**src/hdl/sipq_pkg.sv**
```systemverilog
// Shared types and constants for the sorted-insert priority queue.
// No dependencies; imported by sipq_cell and sorted_insert_priority_queue.
`timescale 1ns / 1ps
`default_nettype none

package sipq_pkg;

    localparam int QUEUE_DEPTH_DEF = 64;
    localparam int VALUE_W         = 32;
    localparam int OCC_W           = 7;

    localparam logic KIND_INSERT = 1'b0;
    localparam logic KIND_DELETE = 1'b1;

    typedef enum logic [1:0] {
        ST_OK    = 2'd0,
        ST_FULL  = 2'd1,
        ST_EMPTY = 2'd2
    } status_t;

    typedef struct packed {
        logic                      kind;
        logic signed [VALUE_W-1:0] value;
    } req_t;

    typedef struct packed {
        logic signed [VALUE_W-1:0] result_value;
        status_t                   status;
        logic [OCC_W-1:0]          occupancy;
    } rsp_t;

    // Broadcast to every cell of the row
    typedef struct packed {
        logic                      ins_en;
        logic                      del_en;
        logic signed [VALUE_W-1:0] key;
    } cell_ctrl_t;

endpackage

`default_nettype wire

```
**src/hdl/sipq_cell.sv**
```systemverilog
// One slot of the queue: holds an entry, compares it with the new key and
// shifts to or from its neighbours. Depends on sipq_pkg.
`timescale 1ns / 1ps
`default_nettype none

module sipq_cell
    import sipq_pkg::*;
#(
    parameter int CNT_W = 7,
    parameter int IDX   = 0
)
(
    input  wire logic                      clk,
    input  wire cell_ctrl_t                ctrl,
    input  wire logic [CNT_W-1:0]          count,
    input  wire logic signed [VALUE_W-1:0] prev_entry,
    input  wire logic                      prev_greater,
    input  wire logic signed [VALUE_W-1:0] next_entry,
    output logic signed [VALUE_W-1:0]      entry,
    output logic                           greater
);

    logic signed [VALUE_W-1:0] entry_reg;
    logic signed [VALUE_W-1:0] entry_next;
    logic                      occupied;
    logic                      tail;

    assign occupied = (CNT_W'(IDX) < count);
    assign tail     = (count == CNT_W'(IDX));
    assign greater  = occupied && ($signed(entry_reg) > $signed(ctrl.key));
    assign entry    = entry_reg;

    always_comb
    begin
        entry_next = entry_reg;
        if (ctrl.del_en)
        begin
            entry_next = next_entry;
        end
        else if (ctrl.ins_en)
        begin
            if (prev_greater)
            begin
                entry_next = prev_entry;
            end
            else if (greater || tail)
            begin
                entry_next = ctrl.key;
            end
        end
    end

    always_ff @(posedge clk)
    begin
        entry_reg <= entry_next;
    end

endmodule

`default_nettype wire

```
**config.mk**
```make
export PLATFORM = sky130hd
export DESIGN_NAME = sipq_cell
export DESIGN_NICKNAME = d
export VERILOG_FILES = /design/src/hdl/sipq_pkg.sv /design/src/hdl/sipq_cell.sv
export SDC_FILE = /design/constraint.sdc
export NUM_CORES = 1
export LEC_CHECK = 0
export ABC_AREA = 1
export BUFFER_PORTS_ARGS = -buffer_cell sky130_fd_sc_hd__buf_2
export CAP_MARGIN = 20
export CORE_MARGIN = 2
export CORE_UTILIZATION = 49
export CTS_CLUSTER_DIAMETER = 120
export DETAILED_ROUTE_END_ITERATION = 10
export HOLD_SLACK_MARGIN = 0.1
export PLACE_DENSITY = 0.92
export SYNTH_ARGS = -nofsm -noshare
export SYNTH_HDL_FRONTEND = slang
export SYNTH_SLANG_ARGS = --single-unit
```
**constraint.sdc**
```tcl
create_clock -name clk -period 6.7 [get_ports clk]
set_clock_uncertainty 0.1 [all_clocks]
set_input_delay 0.67 -clock clk [delete_from_list [all_inputs] [get_ports clk]]
set_output_delay 0.67 -clock clk [all_outputs]
set_load 0.01 [all_outputs]
```
==> results by group <==
STA
  • Final period utilization: 0.4440
  • Max-slew violations: 0
  • Setup TNS: 0 ns
  • Rel. slew slack: 0.2948
  • Setup violators final: 0
  • Unrepaired setup endpoints after global routing: no
  • Fmax: 0.3362 GHz
  • Shortest period the worst path allows: between 2 and 3 ns
  • Fin. Hold Viols: 0
  • Worst slew pin tran: 1.055 ns

Worst setup path
  • RR Endpoint: entry[10]
  • Worst-case reg-to-reg path depth: 9
  • Cell at the slowest stage of the critical path: a21oi_4
  • CP endpoint kind: register
  • Critical path arrival: between 2 and 3 ns
  • Worst r2r src: entry[31]
  • Peak fanout along the critical path: 32
  • Reg2Reg Setup Slack: 3.85 ns
  • Critical-path cell list: buf_2 -> inv_1 -> ha_1 -> a21oi_1 -> o21a_1 -> nand2_1 -> a21oi_1 -> nand2_1 -> nand2_1 -> nand3_2 -> a21oi_4
  • Most used cell, CP: nand2_1
  • CP Launch Type: primary input
  • Crit path largest cell delay: ~0.84 ns
  • CP Capture Point: entry[10]
  • Req. time, crit path: 6.49 ns
  • Crit. Startpoint: ctrl[31]
  • Worst setup path class: primary input to register

Detailed routing
  • Vias per cell: 5.096
  • DRT Pass-1 Iters: 4
  • Post-DR wirelength/cell: 12.88 um
  • Via count: 2589
  • Detail Route Antenna Nets: 0
  • Routed wire length: 6.545 mm
  • Residual DRC: 0
  • First DRT Iteration DRCs: 109

Cells and area
  • Fillers: about 440
  • # diodes: 0
  • Largest register FFs: 32
  • Area grow syn2layout: 33.40%
  • Nets: 576
  • Register Area: around 960 um2
  • Multi-input logic area: 1378 um2
  • Layout cell share with drive strength beyond 1: 0.3493

Yosys
  • Synth warn: 0
  • Mapped Nets: between 400 and 500
  • Mapped Cells: 303
  • Top cell type's share of synthesized area: 0.3761
  • Asr flop ratio synth: 0
  • Most common cell in the netlist: nand2_1
  • Mean Syn Cell Area: 8.432 um2
  • Number of synthesized flops with an enable pin: 32
  • Synth Flop Type: edfxtp_1
  • Seq cells post-synth: 32
  • Distinct cells, synth: 23
  • Area contributors post-synth: edfxtp_1 (38%), ha_1 (16%), nand2_1 (10%)
  • Post-synthesis sequential area ratio: 0.3761
  • Synth cell count leaders: nand2_1 (71), inv_1 (44), edfxtp_1 (32), ha_1 (32), o21a_1 (31)
  • Mapped Area: 2555 um2
  • Post-synth top area cell: edfxtp_1

Floorplanning
  • # IOs: 140
  • # rows: 26
  • Core area: approximately 5100 um2
  • Die area: around 5800 um2
  • Initial cell density of the core: 0.5035
  • Die Y-Extent: about 76 um
  • DIE WIDTH: 76.21 um

Place
  • GPL Wtd Cong: 0.8241
  • Port buffer count: 139
  • DP HPWL: 5.167 mm

Worst hold path
  • Hold Crit Start: next_entry[18]
  • Hold Crit Class: primary input to register

Global routing
  • Congestion Overflow GR: 0
  • First-pass GRT wire length: 10.93 mm
  • Initial antenna violation count: 0
  • GRT Total Usage: 0.2298
  • Vias in the first global route: about 2600
  • Largest net degree at the start of global routing: 64

Clocking
  • Post-CTS Resized: 0
  • Clock slew at reported path FFs: ~0.070 ns
  • CTS root buf: clkbuf_8
  • CTS sink cnt: 32
  • # hold bufs at CTS: 0
  • Worst-Skew Late Latency: 0.27 ns
  • Setup Fix Bufs, Post-CTS: 0
  • H-tree depth: 2
  • CTS tree: yes
  • Max clock buf depth: 2
  • CTS buffer count: 5

Power and ir drop
  • Peak VDD IR: 0.1488 mV
  • Leakage: 1.750 nW
  • Tot Pwr: between 0.0006 and 0.0007 W
  • Pwr dens: around 190 nW/um2

Job
  • MaxCap Viol Count: 0

Status
  • Status: finished, final reports clean
## how the worst min path moves through the flow
stage / end / slack, ns / cells after the start
floorplan: entry[10] / 0.76 / 1
global placement: entry[19] / 0.85 / 2
detailed placement: entry[18] / 0.85 / 2
CTS: entry[18] / 0.56 / 2
global route: entry[21] / 0.55 / 2
finish: entry[18] / 0.57 / 2
## final cells by class
class                      instances  area share
tap                               70     0.02570
clock buffer                       5     0.02019
clock inverter                     3     0.01101
multi-input combinational        212      0.4042
timing repair buffer             140      0.2063
inverter                          46     0.05066
sequential                        32      0.2819
## layer usage
| metal | GRT usage | vias up | share of wire | wire [um] |
|---|---|---|---|---|
| met4 | 0.09455 | 0 | 0.028 | 184 |
| met2 | 0.4150 | 94 | 0.51 | 3334 |
| met5 | 0 | - | 0 | 0 |
| li1 | - | 1308 | - | - |
| met3 | 0.04147 | 18 | 0.051 | 332 |
| met1 | 0.2674 | 1169 | 0.41 | 2692 |
## per-stage QoR
step	utilization	instance area, um2	instances	hold WS [ns]	setup WS (ns)
4_1_cts	0.6716	3408	508	0.5610	3.693
6_report	0.6716	3408	508	0.5679	3.725
3_3_place_gp	0.6506	3302	500	0.8456	3.445
5_1_grt	0.6716	3408	508	0.5530	3.486
2_1_floorplan	-	2555	303	0.7561	3.569
3_5_place_dp	0.6506	3302	500	0.8460	3.405
## kinds of logic (layout without fill, tap and decap cells)
| kind of cell | Yosys count | after routing | share of synthesized area |
|---|---|---|---|
| adder cells (fa/ha/maj) | 32 | 32 | 0.1567 |
| AND/OR/NAND/NOR | 96 | 96 | 0.1538 |
| buffers and inverters | 59 | 194 | 0.08766 |
| flip-flops | 32 | 32 | 0.3761 |
| AO/OA/AOI/OAI | 84 | 84 | 0.2258 |
## cell usage in the layout (no fill, tap or decap), drive strengths merged, types with 3 or more instances in the layout
cell type / Yosys / layout
a21oi: 21 / 21
buf: 2 / 140
clkbuf: 11 / 5
clkinv: 1 / 3
edfxtp: 32 / 32
ha: 32 / 32
inv: 45 / 45
nand2: 72 / 72
nand3: 3 / 3
nor2: 16 / 16
o211ai: 29 / 29
o21a: 31 / 31
## worst max-delay path: cells and delay by family
kind | cells | cell delay, ns
buf+inv | 2 | 0.13
compound gates | 4 | 1.31
simple gates | 4 | 0.29
fa+ha+maj | 1 | 0.35
## where the power goes
group | internal (W) | switching (W) | total (W)
clock network | 0.000108 | 0.0000679 | 0.000176
logic | 0.0000890 | 0.000110 | 0.000199
registers | 0.000252 | 0.0000127 | 0.000265
Note: power is estimated with default switching activity, not from simulation.
